File: src/design/asru_pkg.sv
// Shared types, codes and the micro-program for the asphere sag and refraction unit.
// Used by the queue, the sequencer, the arithmetic unit and the top level.
// Depends on nothing.
package asru_pkg;

    // Queue between front and back.
    localparam int QDEPTH = 4;
    localparam int QAW    = $clog2(QDEPTH);

    // Arithmetic operation codes.
    localparam logic [2:0] OP_ADD  = 3'd0;
    localparam logic [2:0] OP_SUB  = 3'd1;
    localparam logic [2:0] OP_MUL  = 3'd2;
    localparam logic [2:0] OP_DIV  = 3'd3;
    localparam logic [2:0] OP_SQRT = 3'd4;

    // Result status codes.
    localparam logic [1:0] ST_OK  = 2'd0;
    localparam logic [1:0] ST_SAG = 2'd1;
    localparam logic [1:0] ST_TIR = 2'd2;

    // Register index codes of the configuration port.
    localparam logic [2:0] CFG_CURV  = 3'd0;
    localparam logic [2:0] CFG_KAPPA = 3'd1;
    localparam logic [2:0] CFG_R4    = 3'd2;
    localparam logic [2:0] CFG_R6    = 3'd3;
    localparam logic [2:0] CFG_VZ    = 3'd4;
    localparam logic [2:0] CFG_N2    = 3'd5;

    // Operand sources: temporaries live in the scratch RAM, the rest are fixed.
    localparam logic [4:0] SRC_T0    = 5'd0;
    localparam logic [4:0] SRC_T1    = 5'd1;
    localparam logic [4:0] SRC_T2    = 5'd2;
    localparam logic [4:0] SRC_T3    = 5'd3;
    localparam logic [4:0] SRC_T4    = 5'd4;
    localparam logic [4:0] SRC_T5    = 5'd5;
    localparam logic [4:0] SRC_T6    = 5'd6;
    localparam logic [4:0] SRC_T7    = 5'd7;
    localparam logic [4:0] SRC_T8    = 5'd8;
    localparam logic [4:0] SRC_T9    = 5'd9;
    localparam logic [4:0] SRC_T10   = 5'd10;
    localparam logic [4:0] SRC_CURV  = 5'd16;
    localparam logic [4:0] SRC_KAPPA = 5'd17;
    localparam logic [4:0] SRC_A     = 5'd18;
    localparam logic [4:0] SRC_B     = 5'd19;
    localparam logic [4:0] SRC_VZ    = 5'd20;
    localparam logic [4:0] SRC_N2    = 5'd21;
    localparam logic [4:0] SRC_R     = 5'd22;
    localparam logic [4:0] SRC_DZ    = 5'd23;
    localparam logic [4:0] SRC_DY    = 5'd24;
    localparam logic [4:0] SRC_N1    = 5'd25;
    localparam logic [4:0] SRC_ONE   = 5'd26;
    localparam logic [4:0] SRC_FOUR  = 5'd27;
    localparam logic [4:0] SRC_SIX   = 5'd28;
    localparam logic [4:0] SRC_ZERO  = 5'd29;

    // Temporaries that also feed the result registers.
    localparam logic [4:0] SRC_SAG = SRC_T7;
    localparam logic [4:0] SRC_OZ  = SRC_T9;
    localparam logic [4:0] SRC_OY  = SRC_T10;

    localparam logic [63:0] SMAX = 64'h7FFF_FFFF_FFFF_FFFF;
    localparam logic [63:0] SMIN = 64'h8000_0000_0000_0000;

    // One ray as queued.
    typedef struct packed {
        logic [63:0] ray_height;
        logic [63:0] dir_z;
        logic [63:0] dir_y;
        logic [62:0] incident_index;
    } t_ray;

    // Surface configuration.
    typedef struct packed {
        logic [63:0] curvature;
        logic [63:0] conic_constant;
        logic [63:0] coef_r4;
        logic [63:0] coef_r6;
        logic [63:0] vertex_z;
        logic [62:0] lens_index;
    } t_cfg;

    // Request to the arithmetic unit.
    typedef struct packed {
        logic [2:0]  op;
        logic [63:0] a;
        logic [63:0] b;
    } t_alu_req;

    // One micro-instruction: a negative result ends the ray with neg_st when it is nonzero.
    typedef struct packed {
        logic [2:0] op;
        logic [4:0] a;
        logic [4:0] b;
        logic [4:0] d;
        logic [1:0] neg_st;
        logic       last;
    } t_uop;

    // Saturate a 65-bit signed sum to 64 bits.
    function automatic logic [63:0] sat65(input logic [64:0] v);
        if (v[64] != v[63]) begin
            return v[64] ? SMIN : SMAX;
        end
        return v[63:0];
    endfunction

    // Magnitude of a signed 64-bit value; the most negative value gives 2^63.
    function automatic logic [63:0] mag64(input logic [63:0] x);
        return x[63] ? (64'd0 - x) : x;
    endfunction

    // Apply a sign to a magnitude with saturation.
    function automatic logic [63:0] pack(input logic neg, input logic ovf,
                                         input logic [63:0] mag);
        if (neg) begin
            if (ovf || (mag > SMIN)) begin
                return SMIN;
            end
            return 64'd0 - mag;
        end
        if (ovf || mag[63]) begin
            return SMAX;
        end
        return mag;
    endfunction

    function automatic t_uop mk(input logic [2:0] op, input logic [4:0] a,
                                input logic [4:0] b, input logic [4:0] d,
                                input logic [1:0] neg_st, input logic last);
        t_uop u;
        u.op = op;
        u.a = a;
        u.b = b;
        u.d = d;
        u.neg_st = neg_st;
        u.last = last;
        return u;
    endfunction

    // Micro-program for one ray: sag, slope, normal, then Snell refraction.
    function automatic t_uop prog(input logic [5:0] pc);
        t_uop u;
        u = mk(OP_ADD, SRC_ZERO, SRC_ZERO, SRC_T0, ST_OK, 1'b1);
        case (pc)
            // Sag root argument 1 - (1+k)(cr)^2.
            6'd0:  u = mk(OP_MUL,  SRC_CURV, SRC_R,     SRC_T0,  ST_OK,  1'b0);
            6'd1:  u = mk(OP_MUL,  SRC_T0,   SRC_T0,    SRC_T1,  ST_OK,  1'b0);
            6'd2:  u = mk(OP_ADD,  SRC_ONE,  SRC_KAPPA, SRC_T2,  ST_OK,  1'b0);
            6'd3:  u = mk(OP_MUL,  SRC_T2,   SRC_T1,    SRC_T1,  ST_OK,  1'b0);
            6'd4:  u = mk(OP_SUB,  SRC_ONE,  SRC_T1,    SRC_T1,  ST_SAG, 1'b0);
            6'd5:  u = mk(OP_SQRT, SRC_T1,   SRC_ZERO,  SRC_T1,  ST_OK,  1'b0);
            // Powers of the ray height.
            6'd6:  u = mk(OP_MUL,  SRC_R,    SRC_R,     SRC_T2,  ST_OK,  1'b0);
            6'd7:  u = mk(OP_MUL,  SRC_T2,   SRC_R,     SRC_T3,  ST_OK,  1'b0);
            6'd8:  u = mk(OP_MUL,  SRC_T2,   SRC_T2,    SRC_T4,  ST_OK,  1'b0);
            6'd9:  u = mk(OP_MUL,  SRC_T4,   SRC_R,     SRC_T5,  ST_OK,  1'b0);
            6'd10: u = mk(OP_MUL,  SRC_T4,   SRC_T2,    SRC_T6,  ST_OK,  1'b0);
            // Sag.
            6'd11: u = mk(OP_MUL,  SRC_CURV, SRC_T2,    SRC_T7,  ST_OK,  1'b0);
            6'd12: u = mk(OP_ADD,  SRC_ONE,  SRC_T1,    SRC_T8,  ST_OK,  1'b0);
            6'd13: u = mk(OP_DIV,  SRC_T7,   SRC_T8,    SRC_T7,  ST_OK,  1'b0);
            6'd14: u = mk(OP_ADD,  SRC_T7,   SRC_VZ,    SRC_T7,  ST_OK,  1'b0);
            6'd15: u = mk(OP_MUL,  SRC_A,    SRC_T4,    SRC_T8,  ST_OK,  1'b0);
            6'd16: u = mk(OP_ADD,  SRC_T7,   SRC_T8,    SRC_T7,  ST_OK,  1'b0);
            6'd17: u = mk(OP_MUL,  SRC_B,    SRC_T6,    SRC_T8,  ST_OK,  1'b0);
            6'd18: u = mk(OP_ADD,  SRC_T7,   SRC_T8,    SRC_SAG, ST_OK,  1'b0);
            // Slope.
            6'd19: u = mk(OP_DIV,  SRC_T0,   SRC_T1,    SRC_T0,  ST_OK,  1'b0);
            6'd20: u = mk(OP_MUL,  SRC_A,    SRC_T3,    SRC_T8,  ST_OK,  1'b0);
            6'd21: u = mk(OP_MUL,  SRC_T8,   SRC_FOUR,  SRC_T8,  ST_OK,  1'b0);
            6'd22: u = mk(OP_ADD,  SRC_T0,   SRC_T8,    SRC_T0,  ST_OK,  1'b0);
            6'd23: u = mk(OP_MUL,  SRC_B,    SRC_T5,    SRC_T8,  ST_OK,  1'b0);
            6'd24: u = mk(OP_MUL,  SRC_T8,   SRC_SIX,   SRC_T8,  ST_OK,  1'b0);
            6'd25: u = mk(OP_ADD,  SRC_T0,   SRC_T8,    SRC_T0,  ST_OK,  1'b0);
            // Normal.
            6'd26: u = mk(OP_MUL,  SRC_T0,   SRC_T0,    SRC_T8,  ST_OK,  1'b0);
            6'd27: u = mk(OP_ADD,  SRC_T8,   SRC_ONE,   SRC_T8,  ST_OK,  1'b0);
            6'd28: u = mk(OP_SQRT, SRC_T8,   SRC_ZERO,  SRC_T8,  ST_OK,  1'b0);
            6'd29: u = mk(OP_DIV,  SRC_ONE,  SRC_T8,    SRC_T2,  ST_OK,  1'b0);
            6'd30: u = mk(OP_SUB,  SRC_ZERO, SRC_T0,    SRC_T3,  ST_OK,  1'b0);
            6'd31: u = mk(OP_DIV,  SRC_T3,   SRC_T8,    SRC_T3,  ST_OK,  1'b0);
            // Incidence angle and refraction angle.
            6'd32: u = mk(OP_MUL,  SRC_T2,   SRC_DZ,    SRC_T4,  ST_OK,  1'b0);
            6'd33: u = mk(OP_MUL,  SRC_T3,   SRC_DY,    SRC_T5,  ST_OK,  1'b0);
            6'd34: u = mk(OP_ADD,  SRC_T4,   SRC_T5,    SRC_T4,  ST_OK,  1'b0);
            6'd35: u = mk(OP_MUL,  SRC_T4,   SRC_T4,    SRC_T5,  ST_OK,  1'b0);
            6'd36: u = mk(OP_SUB,  SRC_ONE,  SRC_T5,    SRC_T5,  ST_OK,  1'b0);
            6'd37: u = mk(OP_SQRT, SRC_T5,   SRC_ZERO,  SRC_T5,  ST_OK,  1'b0);
            6'd38: u = mk(OP_MUL,  SRC_N1,   SRC_T5,    SRC_T5,  ST_OK,  1'b0);
            6'd39: u = mk(OP_DIV,  SRC_T5,   SRC_N2,    SRC_T5,  ST_OK,  1'b0);
            6'd40: u = mk(OP_MUL,  SRC_T5,   SRC_T5,    SRC_T5,  ST_OK,  1'b0);
            6'd41: u = mk(OP_SUB,  SRC_ONE,  SRC_T5,    SRC_T5,  ST_TIR, 1'b0);
            6'd42: u = mk(OP_SQRT, SRC_T5,   SRC_ZERO,  SRC_T5,  ST_OK,  1'b0);
            6'd43: u = mk(OP_MUL,  SRC_N2,   SRC_T5,    SRC_T5,  ST_OK,  1'b0);
            6'd44: u = mk(OP_MUL,  SRC_N1,   SRC_T4,    SRC_T6,  ST_OK,  1'b0);
            6'd45: u = mk(OP_SUB,  SRC_T5,   SRC_T6,    SRC_T5,  ST_OK,  1'b0);
            // Refracted direction.
            6'd46: u = mk(OP_MUL,  SRC_N1,   SRC_DZ,    SRC_T6,  ST_OK,  1'b0);
            6'd47: u = mk(OP_MUL,  SRC_T5,   SRC_T2,    SRC_T0,  ST_OK,  1'b0);
            6'd48: u = mk(OP_ADD,  SRC_T6,   SRC_T0,    SRC_T6,  ST_OK,  1'b0);
            6'd49: u = mk(OP_DIV,  SRC_T6,   SRC_N2,    SRC_OZ,  ST_OK,  1'b0);
            6'd50: u = mk(OP_MUL,  SRC_N1,   SRC_DY,    SRC_T6,  ST_OK,  1'b0);
            6'd51: u = mk(OP_MUL,  SRC_T5,   SRC_T3,    SRC_T0,  ST_OK,  1'b0);
            6'd52: u = mk(OP_ADD,  SRC_T6,   SRC_T0,    SRC_T6,  ST_OK,  1'b0);
            6'd53: u = mk(OP_DIV,  SRC_T6,   SRC_N2,    SRC_OY,  ST_OK,  1'b1);
            default: u = mk(OP_ADD, SRC_ZERO, SRC_ZERO, SRC_T0, ST_OK, 1'b1);
        endcase
        return u;
    endfunction

endpackage

File: src/design/asru_front.sv
// Front end: takes rays in and holds them in a short queue for the sequencer.
// Depends on asru_pkg.
module asru_front import asru_pkg::*; (
    input  logic i_clk,
    input  logic i_rst_n,
    input  logic i_push,
    input  t_ray i_item,
    input  logic i_pop,
    output t_ray o_item,
    output logic o_empty,
    output logic o_full
);

    t_ray           r_q [QDEPTH];
    logic [QAW-1:0] r_wr;
    logic [QAW-1:0] r_rd;
    logic [QAW:0]   r_cnt;

    // Pointers and fill count.
    always_ff @(posedge i_clk) begin
        if (!i_rst_n) begin
            r_wr  <= '0;
            r_rd  <= '0;
            r_cnt <= '0;
        end else begin
            if (i_push) begin
                r_wr <= r_wr + 1'b1;
            end
            if (i_pop) begin
                r_rd <= r_rd + 1'b1;
            end
            if (i_push && !i_pop) begin
                r_cnt <= r_cnt + 1'b1;
            end else if (!i_push && i_pop) begin
                r_cnt <= r_cnt - 1'b1;
            end
        end
    end

    // Queue storage.
    always_ff @(posedge i_clk) begin
        if (i_push) begin
            r_q[r_wr] <= i_item;
        end
    end

    assign o_item  = r_q[r_rd];
    assign o_empty = (r_cnt == '0);
    assign o_full  = (r_cnt == (QAW+1)'(QDEPTH));

endmodule

File: config.mk
export PLATFORM = sky130hd
export DESIGN_NAME = asru_front
export DESIGN_NICKNAME = d
export VERILOG_FILES = /design/src/design/asru_pkg.sv /design/src/design/asru_front.sv
export SDC_FILE = /design/constraint.sdc
export NUM_CORES = 1
export LEC_CHECK = 0
export BUFFER_PORTS_ARGS = -buffer_cell sky130_fd_sc_hd__buf_4
export CAP_MARGIN = 20
export CELL_PAD_IN_SITES_DETAIL_PLACEMENT = 1
export CELL_PAD_IN_SITES_GLOBAL_PLACEMENT = 1
export CORE_MARGIN = 1.5
export CORE_UTILIZATION = 40
export DETAILED_ROUTE_END_ITERATION = 8
export GPL_TIMING_DRIVEN = 1
export PLACE_DENSITY_LB_ADDON = 0.1
export RECOVER_POWER = 25
export SETUP_SLACK_MARGIN = 0.15
export SLEW_MARGIN = 20
export SYNTH_ARGS = -nofsm -noshare
export SYNTH_HDL_FRONTEND = slang
export SYNTH_SLANG_ARGS = --single-unit
File: constraint.sdc
create_clock -name i_clk -period 6.54 [get_ports i_clk]
set_clock_uncertainty 0.2 [all_clocks]
set_input_delay 0.327 -clock i_clk [delete_from_list [all_inputs] [get_ports i_clk]]
set_output_delay 0.327 -clock i_clk [all_outputs]
set_load 0.05 [all_outputs]
==> run_summary.xml, run 1 <==
<?xml version="1.0" encoding="UTF-8"?>
<metrics>
  <group name="run_status">
    <metric name="run_status" unit="">completed</metric>
  </group>
  <group name="synth">
    <metric name="syn_area" unit="mm^2">0.0375</metric>
    <metric name="ys_warn_count" unit="">0</metric>
    <metric name="count_of_cell_types_in_the_netlist" unit="">21</metric>
    <metric name="area_fraction_of_the_dominant_cell_type_after_synthesis" unit="%">81.7</metric>
    <metric name="async_flop_share" unit="%">0</metric>
    <metric name="yosys-top-cells-area" unit="">edfxtp_1, mux4_2, buf_12</metric>
    <metric name="ys_seq_area_share" unit="%">82.2</metric>
    <metric name="synth.most_common_cell" unit="">edfxtp_1</metric>
    <metric name="ys_dominant_reg_cell" unit="">edfxtp_1</metric>
    <metric name="synth_top_cells_by_count" unit="">edfxtp_1, mux4_2, buf_2</metric>
    <metric name="syn_avg_cell_area" unit="um^2">27.3</metric>
    <metric name="postSynthRegisterBits" unit="">1029</metric>
    <metric name="synth_cells" unit="">1375</metric>
    <metric name="synth.largest_area_cell" unit="">edfxtp_1</metric>
    <metric name="post_synth_edffs" unit="">1020</metric>
    <metric name="number_of_nets_in_the_synthesized_netlist" unit="">1640</metric>
  </group>
  <group name="global_route">
    <metric name="grt_antenna_before_repair" unit="">14</metric>
    <metric name="grt_pass1_vias" unit="">19400</metric>
    <metric name="grt_pass1_wl" unit="mm">126</metric>
    <metric name="globalRouteOverflowTotal" unit="">0</metric>
    <metric name="grt_max_degree" unit="">158</metric>
    <metric name="grt-busiest-layer" unit="">met2</metric>
    <metric name="gr-usage-met3" unit="%">5.63</metric>
    <metric name="met1_usage" unit="%">22.4</metric>
    <metric name="globalRouteMet2Util" unit="%">29.8</metric>
    <metric name="groute.usage.overall" unit="%">17.9</metric>
  </group>
  <group name="floorplan">
    <metric name="die_w" unit="um">309</metric>
    <metric name="initial_utilization" unit="%">40.3</metric>
    <metric name="placementRows" unit="">112</metric>
    <metric name="io-pin-count" unit="">516</metric>
    <metric name="die-area" unit="mm^2">0.0955</metric>
    <metric name="design.core.area" unit="mm^2">0.0930</metric>
    <metric name="die_span_y" unit="um">309</metric>
  </group>
  <group name="power">
    <metric name="vdd_drop_max" unit="uV">244</metric>
    <metric name="cellPowerDensity" unit="mW/mm^2">336</metric>
    <metric name="power.total" unit="W">0.0162</metric>
    <metric name="cellLeakagePower" unit="nW">15.8</metric>
  </group>
  <group name="worst_setup_path">
    <metric name="start_kind" unit="">register</metric>
    <metric name="critical_path_class" unit="">reg -&gt; out</metric>
    <metric name="timing.reg2reg.setup_slack" unit="ns">3.62</metric>
    <metric name="timing.critical_path.to_type" unit="">output port</metric>
    <metric name="crit_required" unit="ns">6.01</metric>
    <metric name="max_fanout_on_critical_path" unit="">143</metric>
    <metric name="worst-endpoint-arrival" unit="ns">2.94</metric>
  </group>
  <group name="clock_tree">
    <metric name="htree_num_levels" unit="">3</metric>
    <metric name="root_buffer" unit="">clkbuf_16</metric>
    <metric name="tritoncts_num_sinks" unit="">1029</metric>
    <metric name="path_clk_slew" unit="ns">0.06</metric>
    <metric name="numCtsBuffers" unit="">111</metric>
    <metric name="cts_setup_buffers" unit="">0</metric>
    <metric name="maximum_buffer_depth_of_the_clock_tree" unit="">3</metric>
    <metric name="cts_tree" unit="">yes</metric>
    <metric name="cts_resized" unit="">0</metric>
    <metric name="worst_skew_pair.late_latency" unit="ns">0.68</metric>
  </group>
  <group name="routing">
    <metric name="post_drt_wl_per_cell" unit="um">23.8</metric>
    <metric name="detail_route.wirelength" unit="mm">85.2</metric>
    <metric name="drt_iter0_drc" unit="">1215</metric>
    <metric name="num_vias" unit="">17600</metric>
    <metric name="dr.pass1.iters" unit="">5</metric>
    <metric name="drc_errors" unit="">0</metric>
    <metric name="viasPerCell" unit="">4.92</metric>
    <metric name="detail-route-antenna-nets" unit="">0</metric>
  </group>
  <group name="timing">
    <metric name="worst_pin_slew" unit="ns">1.17</metric>
    <metric name="slew_violations" unit="">0</metric>
    <metric name="finalSetupTns" unit="ns">0</metric>
    <metric name="grt_setup_unrepaired" unit="">no</metric>
    <metric name="portion_of_the_clock_cycle_consumed_by_the_worst_path_in_the_final_layout" unit="%">53.0</metric>
    <metric name="final_hold_fails" unit="">0</metric>
    <metric name="finalSetupViolations" unit="">0</metric>
    <metric name="final.min_clock_period" unit="ns">3.46</metric>
    <metric name="worst_slew_margin_rel" unit="%">22.2</metric>
    <metric name="clock.fmax" unit="MHz">289</metric>
  </group>
  <group name="placement">
    <metric name="gp_routability_congestion" unit="">0.705</metric>
    <metric name="post-place-cells" unit="">3101</metric>
    <metric name="place.detailed.hpwl" unit="mm">48.6</metric>
    <metric name="numPortBuffers" unit="">515</metric>
  </group>
  <group name="finish">
    <metric name="seq_area" unit="mm^2">0.0308</metric>
    <metric name="fraction_of_layout_cells_with_a_size_suffix_above_1" unit="%">34.6</metric>
    <metric name="multi_input_comb_area" unit="mm^2">0.00600</metric>
    <metric name="n_fill_cell" unit="">8293</metric>
    <metric name="syn_to_final_growth" unit="%">28.4</metric>
    <metric name="final-instance-count-excl-fill" unit="">3574</metric>
    <metric name="final_nets" unit="">2487</metric>
    <metric name="final_core_util" unit="%">51.7</metric>
  </group>
  <group name="job">
    <metric name="max_cap_viols" unit="">0</metric>
  </group>
  <group name="min_path">
    <metric name="worst_hold_path_class" unit="">in -&gt; reg</metric>
  </group>
</metrics>
## critical path, cell delays in order, from the launching register on
cell and delay [ns]:
dfxtp_4 0.65, buf_12 0.58, mux4_2 0.45, buf_4 0.21
## path summary, 6_finish.rpt
path / from / to / cells past startpoint
hold / removal: i_item[89] / r_q[3][89] / 2
setup reg to reg: r_wr[0] / r_q[2][45] / 5
setup / recovery: register / o_item[223] / 3
hold reg to reg: r_cnt[2] / r_cnt[2] / 2
## sequential cells by signal (all words and copies together) (netlist names), named ones only
| register | flops |
|---|---|
| r_wr | 2 |
| r_cnt | 3 |
| r_q | 1020 |
| r_rd | 2 |
## routing by layer
layer,share of wire [%],wire [um]
met5,0.13,115
met4,2.2,1840
met3,7.4,6270
met2,51,43100
met1,40,33900
## what timing repair did
action	4_1_cts	5_1_grt
hold buffers	259	0
endpoints found under the setup margin	0	0
endpoints found under the hold margin	1029	0
## cells in the final DEF (no fill, tap or decap), drive strengths merged
cell type | Yosys | final
fa | 1 | 1
clkinvlp | 0 | 5
ha | 5 | 5
mux2i | 2 | 2
dfxtp | 9 | 9
and2 | 9 | 9
o21ai | 1 | 1
nor2b | 2 | 2
mux4 | 255 | 255
diode | 0 | 7
nor3 | 1 | 1
xnor2 | 2 | 2
clkinv | 0 | 52
nor3b | 1 | 1
xor2 | 3 | 3
or3 | 1 | 1
dlygate4sd3 | 0 | 259
nand2 | 1 | 1
inv | 4 | 9
a21boi | 1 | 1
bufinv | 0 | 10
buf | 54 | 381
clkbuf | 3 | 283
edfxtp | 1020 | 1020
## per-stage QoR
stage	instance area, um^2	worst slack, ns	hold slack [ns]
floorplan	37500	2.24	0.226
detailed placement	42500	3.67	0.329
global route	48100	2.95	0.215
CTS	48600	3.00	0.127
global placement	42500	3.64	0.287
finish	48100	3.08	0.220
## area by class of cell
cell class	count	area share, %
inverter	4	0.0312
tap	1254	3.26
sequential	1029	64.1
clock buffer	132	6.03
multi-input combinational	285	12.5
timing repair buffer	791	12.8
clock inverter	72	1.27
antenna	7	0.0364
## where the power goes
part           internal (W)  switching (W)  total [W]
Clock               0.00354        0.00249    0.00603
Sequential          0.00759      0.0000718    0.00766
Combinational      0.000857        0.00161    0.00247
## logic make-up after synthesis
group | count (synthesis) | synth area share (%)
adders and majority gates | 6 | 0.220
and+or+nand+nor | 15 | 0.244
AOI/OAI and AO/OA | 2 | 0.0334
muxes | 257 | 15.4
DFF | 1029 | 82.2
buffers and inverters | 61 | 1.79
xor gates and xnor gates | 5 | 0.117
Power figures use the tool's default switching activity.
==> run 2, diff against run 1 <==
==> constraint.sdc (replaced) <==
create_clock -name i_clk -period 3.05 [get_ports i_clk]
set_clock_uncertainty 0.2 [all_clocks]
set_input_delay 0.1525 -clock i_clk [delete_from_list [all_inputs] [get_ports i_clk]]
set_output_delay 0.1525 -clock i_clk [all_outputs]
set_load 0.05 [all_outputs]
==> run_summary.xml, run 2 (synthesized netlist as in run 1, its figures left out) <==
<?xml version="1.0" encoding="UTF-8"?>
<metrics>
  <group name="run_status">
    <metric name="run_status" unit="">completed</metric>
  </group>
  <group name="timing">
    <metric name="grt_setup_unrepaired" unit="">no</metric>
    <metric name="final_hold_fails" unit="">0</metric>
    <metric name="finalSetupTns" unit="ns">0</metric>
    <metric name="final.min_clock_period" unit="ns">2.67</metric>
    <metric name="whs" unit="ns">0.0863</metric>
    <metric name="worst_pin_slew" unit="ns">0.768</metric>
    <metric name="slew_violations" unit="">0</metric>
    <metric name="worst_slew_margin_rel" unit="%">48.8</metric>
    <metric name="clock.fmax" unit="MHz">374</metric>
    <metric name="portion_of_the_clock_cycle_consumed_by_the_worst_path_in_the_final_layout" unit="%">87.6</metric>
    <metric name="finalSetupViolations" unit="">0</metric>
  </group>
  <group name="worst_setup_path">
    <metric name="worst-endpoint-arrival" unit="ns">2.32</metric>
    <metric name="slowest_stage" unit="">mux4_2</metric>
    <metric name="cpPeakStageDelay" unit="ns">0.58</metric>
    <metric name="regToRegEndpoint" unit="">r_q[2][246]</metric>
    <metric name="crit_required" unit="ns">2.70</metric>
    <metric name="timing.critical_path.cells" unit="">buf_12, buf_12, mux4_2, buf_4</metric>
    <metric name="timing.reg2reg.setup_slack" unit="ns">0.92</metric>
    <metric name="critical_path_class" unit="">reg -&gt; out</metric>
    <metric name="max_fanout_on_critical_path" unit="">39</metric>
    <metric name="regToRegStartpoint" unit="">r_wr[0]</metric>
    <metric name="r2r.worst_path.cells" unit="">4</metric>
    <metric name="cpMostUsedCell" unit="">buf_12</metric>
    <metric name="start_kind" unit="">register</metric>
    <metric name="timing.critical_path.to_type" unit="">output port</metric>
  </group>
  <group name="placement">
    <metric name="gp_routability_congestion" unit="">0.722</metric>
    <metric name="numPortBuffers" unit="">515</metric>
    <metric name="dpl_cell_area" unit="mm^2">0.0430</metric>
    <metric name="post-place-cells" unit="">3135</metric>
    <metric name="place.detailed.hpwl" unit="mm">52.7</metric>
  </group>
  <group name="clock_tree">
    <metric name="numCtsBuffers" unit="">109</metric>
    <metric name="worst_skew_pair.late_latency" unit="ns">0.66</metric>
    <metric name="maximum_buffer_depth_of_the_clock_tree" unit="">3</metric>
    <metric name="cts_tree" unit="">yes</metric>
    <metric name="path_clk_slew" unit="ns">0.06</metric>
    <metric name="htree_num_levels" unit="">3</metric>
    <metric name="root_buffer" unit="">clkbuf_16</metric>
    <metric name="tritoncts_num_sinks" unit="">1029</metric>
  </group>
  <group name="floorplan">
    <metric name="die_w" unit="um">309</metric>
    <metric name="initial_utilization" unit="%">40.3</metric>
    <metric name="io-pin-count" unit="">516</metric>
    <metric name="placementRows" unit="">112</metric>
    <metric name="design.core.area" unit="mm^2">0.0930</metric>
    <metric name="die-area" unit="mm^2">0.0955</metric>
    <metric name="die_span_y" unit="um">309</metric>
  </group>
  <group name="finish">
    <metric name="layout.cells.most_common_list" unit="">edfxtp_1, dlygate4sd3_1, buf_4</metric>
    <metric name="syn_to_final_growth" unit="%">34.0</metric>
    <metric name="largest_register" unit="">r_q</metric>
    <metric name="seq_area" unit="mm^2">0.0308</metric>
    <metric name="flip_flop_count_of_the_largest_register_after_layout" unit="">1020</metric>
    <metric name="final-instance-count-excl-fill" unit="">3740</metric>
    <metric name="fraction_of_layout_cells_with_a_size_suffix_above_1" unit="%">34.7</metric>
    <metric name="post-route-cell-area" unit="mm^2">0.0502</metric>
    <metric name="n_fill_cell" unit="">8247</metric>
    <metric name="top_regs" unit="">r_q: 1020 flops, r_cnt: 3 flops</metric>
    <metric name="layout_commonest_cell" unit="">edfxtp_1</metric>
    <metric name="final_nets" unit="">2657</metric>
    <metric name="multi_input_comb_area" unit="mm^2">0.00600</metric>
  </group>
  <group name="global_route">
    <metric name="globalRouteOverflowTotal" unit="">0</metric>
    <metric name="groute.usage.overall" unit="%">18.7</metric>
    <metric name="grt_pass1_vias" unit="">20200</metric>
    <metric name="grt_max_degree" unit="">70</metric>
    <metric name="grt_pass1_wl" unit="mm">131</metric>
    <metric name="grt_antenna_before_repair" unit="">14</metric>
  </group>
  <group name="min_path">
    <metric name="hold_path_end" unit="">r_q[3][221]</metric>
    <metric name="hold_start" unit="">i_item[221]</metric>
    <metric name="hold-path-cell-count" unit="">2</metric>
    <metric name="worst_hold_path_class" unit="">in -&gt; reg</metric>
  </group>
  <group name="routing">
    <metric name="num_vias" unit="">18400</metric>
    <metric name="viasPerCell" unit="">4.91</metric>
    <metric name="detail_route.wirelength" unit="mm">88.8</metric>
    <metric name="dr.pass1.iters" unit="">5</metric>
    <metric name="detail-route-antenna-nets" unit="">0</metric>
    <metric name="drt_iter0_drc" unit="">955</metric>
    <metric name="drc_errors" unit="">0</metric>
    <metric name="post_drt_wl_per_cell" unit="um">23.7</metric>
  </group>
  <group name="power">
    <metric name="cellPowerDensity" unit="mW/mm^2">703</metric>
    <metric name="vdd_drop_max" unit="uV">540</metric>
    <metric name="cellLeakagePower" unit="nW">16.8</metric>
  </group>
  <group name="job">
    <metric name="max_cap_viols" unit="">0</metric>
  </group>
</metrics>
## run 2: cell count changes in the layout (fill, tap and decap cells not counted), moves of 4 or more
cell,delta
clkinv_2,-8
buf_12,+24
clkinv_4,+4
buf_4,+17
dlygate4sd3_1,+135
bufinv_16,+6
clkbuf_4,+17
clkbuf_1,-24
## run 2: per-stage QoR
step / power (W) / utilization [%] / worst slack, ns
6_report: 0.0353 / 54.0 / 0.379
5_1_grt: 0.0365 / 54.0 / 0.239
4_1_cts: 0.0359 / 54.5 / 0.280
3_5_place_dp: 0.0220 / 46.2 / 0.806
3_3_place_gp: 0.0219 / 46.2 / 0.806
2_1_floorplan: 0.0202 / - / 0.118
## run 2: power by group
| part | internal, W | switching [W] | total [W] | leakage, nW |
|---|---|---|---|---|
| sequential | 0.0163 | 0.000147 | 0.0164 | 9.44 |
| combinational | 0.00206 | 0.00352 | 0.00558 | 5.58 |
| clock | 0.00802 | 0.00529 | 0.0133 | 1.77 |
| total | 0.0263 | 0.00896 | 0.0353 | 16.8 |
## run 2: cell type report
type	count	area share [%]
sequential	1029	61.4
antenna	7	0.0349
clock inverter	70	1.52
tap	1254	3.12
inverter	4	0.0299
multi-input combinational	285	12.0
clock buffer	128	5.70
timing repair buffer	963	16.3
## run 2: timing repair
action                                  4_1_cts  5_1_grt
endpoints found under the hold margin      1045        0
resized for setup                             2        0
endpoints found under the setup margin       73        0
hold buffers                                394        0
setup buffers                                 5        0
## run 2: critical path, delay by kind of cell (launching register included)
family / cells / cell delay (ns)
buffers and inverters: 3 / 0.63
DFF: 1 / 0.38
muxes: 1 / 0.58
## run 2: worst max-delay path by stage
stage / cells past startpoint / start / end
floorplan: 3 / r_wr[0] / r_q[2][0]
global placement: 3 / register / o_item[43]
detailed placement: 3 / register / o_item[5]
CTS: 4 / register / o_item[195]
global route: 4 / register / o_item[58]
finish: 4 / register / o_item[58]
## run 2: routing by layer
layer	up-vias	track usage, %	wire, um
met5	-	0	74
met3	113	5.38	5950
met2	446	31.4	45500
met4	12	5.60	1900
met1	9746	23.4	35400
li1	8055	-	-
==> run 3, diff against run 2 <==
==> constraint.sdc (replaced) <==
create_clock -name i_clk -period 3 [get_ports i_clk]
set_clock_uncertainty 0.2 [all_clocks]
set_input_delay 0.15 -clock i_clk [delete_from_list [all_inputs] [get_ports i_clk]]
set_output_delay 0.15 -clock i_clk [all_outputs]
set_load 0.05 [all_outputs]
==> run_summary.xml, run 3 (synthesized netlist as in run 1, its figures left out) <==
<?xml version="1.0" encoding="UTF-8"?>
<metrics>
  <group name="run_status">
    <metric name="run_status" unit="">completed</metric>
  </group>
  <group name="timing">
    <metric name="final.min_clock_period" unit="ns">2.75</metric>
    <metric name="finalSetupViolations" unit="">0</metric>
    <metric name="clock.fmax" unit="MHz">363</metric>
    <metric name="portion_of_the_clock_cycle_consumed_by_the_worst_path_in_the_final_layout" unit="%">91.8</metric>
    <metric name="slew_violations" unit="">0</metric>
    <metric name="final_hold_fails" unit="">0</metric>
    <metric name="worst_slack" unit="ns">0.247</metric>
    <metric name="worst_slew_margin_rel" unit="%">62.6</metric>
    <metric name="finalSetupTns" unit="ns">0</metric>
    <metric name="worst_pin_slew" unit="ns">0.561</metric>
    <metric name="whs" unit="ns">0.108</metric>
    <metric name="grt_setup_unrepaired" unit="">yes</metric>
  </group>
  <group name="routing">
    <metric name="detail-route-antenna-nets" unit="">0</metric>
    <metric name="detail_route.wirelength" unit="mm">88.5</metric>
    <metric name="met2_length" unit="mm">45.2</metric>
    <metric name="met3_wirelength" unit="mm">6.18</metric>
    <metric name="drc_errors" unit="">0</metric>
    <metric name="dr.pass1.iters" unit="">4</metric>
    <metric name="viasPerCell" unit="">4.91</metric>
    <metric name="drt_iter0_drc" unit="">1083</metric>
    <metric name="m1WireLength" unit="mm">34.9</metric>
    <metric name="route.top_layer_used" unit="">met5</metric>
    <metric name="post_drt_wl_per_cell" unit="um">23.9</metric>
    <metric name="num_vias" unit="">18200</metric>
  </group>
  <group name="finish">
    <metric name="syn_to_final_growth" unit="%">32.4</metric>
    <metric name="final_nets" unit="">2631</metric>
    <metric name="final-instance-count-excl-fill" unit="">3704</metric>
    <metric name="layout_commonest_cell" unit="">edfxtp_1</metric>
    <metric name="largest_register" unit="">r_q</metric>
    <metric name="layout.cells.most_common_list" unit="">edfxtp_1, buf_4, dlygate4sd3_1</metric>
    <metric name="flip_flop_count_of_the_largest_register_after_layout" unit="">1020</metric>
    <metric name="n_fill_cell" unit="">8233</metric>
    <metric name="fraction_of_layout_cells_with_a_size_suffix_above_1" unit="%">33.9</metric>
    <metric name="post-route-cell-area" unit="mm^2">0.0496</metric>
    <metric name="top_regs" unit="">r_q: 1020 flops, r_cnt: 3 flops</metric>
  </group>
  <group name="global_route">
    <metric name="grt_antenna_before_repair" unit="">16</metric>
    <metric name="grt_max_degree" unit="">71</metric>
    <metric name="globalRouteOverflowTotal" unit="">0</metric>
    <metric name="grt_pass1_wl" unit="mm">130</metric>
    <metric name="grt_pass1_vias" unit="">20200</metric>
    <metric name="groute.usage.overall" unit="%">18.5</metric>
  </group>
  <group name="min_path">
    <metric name="worst_hold_path_class" unit="">in -&gt; reg</metric>
  </group>
  <group name="floorplan">
    <metric name="die_w" unit="um">309</metric>
    <metric name="die-area" unit="mm^2">0.0955</metric>
    <metric name="placementRows" unit="">112</metric>
    <metric name="io-pin-count" unit="">516</metric>
    <metric name="die_span_y" unit="um">309</metric>
    <metric name="design.core.area" unit="mm^2">0.0930</metric>
    <metric name="initial_utilization" unit="%">40.3</metric>
  </group>
  <group name="power">
    <metric name="cellLeakagePower" unit="nW">16.5</metric>
    <metric name="vdd_drop_max" unit="uV">582</metric>
    <metric name="cellPowerDensity" unit="mW/mm^2">707</metric>
  </group>
  <group name="job">
    <metric name="max_cap_viols" unit="">0</metric>
  </group>
  <group name="clock_tree">
    <metric name="tritoncts_num_sinks" unit="">1029</metric>
    <metric name="path_clk_slew" unit="ns">0.06</metric>
    <metric name="numCtsBuffers" unit="">108</metric>
    <metric name="maximum_buffer_depth_of_the_clock_tree" unit="">3</metric>
    <metric name="worst_skew_pair.late_latency" unit="ns">0.66</metric>
    <metric name="cts_tree" unit="">yes</metric>
    <metric name="htree_num_levels" unit="">3</metric>
    <metric name="root_buffer" unit="">clkbuf_16</metric>
  </group>
  <group name="worst_setup_path">
    <metric name="critical_path_class" unit="">reg -&gt; out</metric>
    <metric name="start_kind" unit="">register</metric>
    <metric name="crit_required" unit="ns">2.65</metric>
    <metric name="timing.critical_path.to_type" unit="">output port</metric>
    <metric name="worst-endpoint-arrival" unit="ns">2.40</metric>
    <metric name="max_fanout_on_critical_path" unit="">51</metric>
  </group>
  <group name="placement">
    <metric name="preCtsSetupSlack" unit="ns">0.747</metric>
    <metric name="gp_routability_congestion" unit="">0.733</metric>
    <metric name="post-place-cells" unit="">3138</metric>
    <metric name="numPortBuffers" unit="">515</metric>
    <metric name="place.detailed.hpwl" unit="mm">53.3</metric>
    <metric name="dpl_cell_area" unit="mm^2">0.0430</metric>
  </group>
</metrics>
-- run 3: cell count changes in the layout (fill, tap and decap cells not counted), moves of 7 or more --
| cell | change |
|---|---|
| bufinv_16 | -8 |
| dlygate4sd3_1 | -28 |
| clkbuf_1 | +20 |
| clkinv_2 | -7 |
| buf_4 | +7 |
| clkbuf_4 | -17 |
-- run 3: power breakdown --
group / internal (W) / total [W] / switching (W)
Combinational: 0.00208 / 0.00566 / 0.00358
Clock: 0.00746 / 0.0127 / 0.00527
Sequential: 0.0165 / 0.0167 / 0.000157
-- run 3: worst paths after layout --
path	startpoint	end	slack [ns]	cells past startpoint
min	i_item[11]	r_q[2][11]	0.11	2
min reg2reg	r_cnt[2]	r_cnt[2]	0.34	2
max reg2reg	r_wr[0]	r_q[2][178]	1.01	4
max	register	o_item[253]	0.25	3
-- run 3: metal layers --
metal	vias up	track usage, %
met5	-	0
met4	16	5.75
met3	127	5.63
met2	466	31.4
met1	9566	22.8
li1	8002	-
-- run 3: per-stage QoR --
step	util [%]	power [W]
final	53.3	0.0351
after global routing	53.3	0.0362
after CTS	53.8	0.0356
after detailed placement	46.2	0.0224
after global placement	46.2	0.0223
after floorplan	-	0.0205
-- run 3: layout make-up --
| type | instances | area (um^2) | area share [%] |
|---|---|---|---|
| multi-input combinational | 285 | 6000 | 12.1 |
| timing repair buffer | 938 | 7840 | 15.8 |
| antenna | 8 | 20.0 | 0.0403 |
| sequential | 1029 | 30800 | 62.1 |
| inverter | 4 | 15.0 | 0.0303 |
| tap | 1254 | 1570 | 3.16 |
| clock inverter | 53 | 443 | 0.893 |
| clock buffer | 133 | 2900 | 5.85 |
-- run 3: repair_timing --
item	CTS	global route
resized for setup	2	1
setup endpoints to repair	131	32
hold buffers	366	0
cloned	0	2
setup buffers	3	1
pin swaps	0	0
endpoints found under the hold margin	1064	0
-- run 3: worst max-delay path: stages, from the launching register on --
cell	delay, ns
dfxtp_4	0.47
buf_16	0.34
mux4_2	0.60
buf_4	0.21
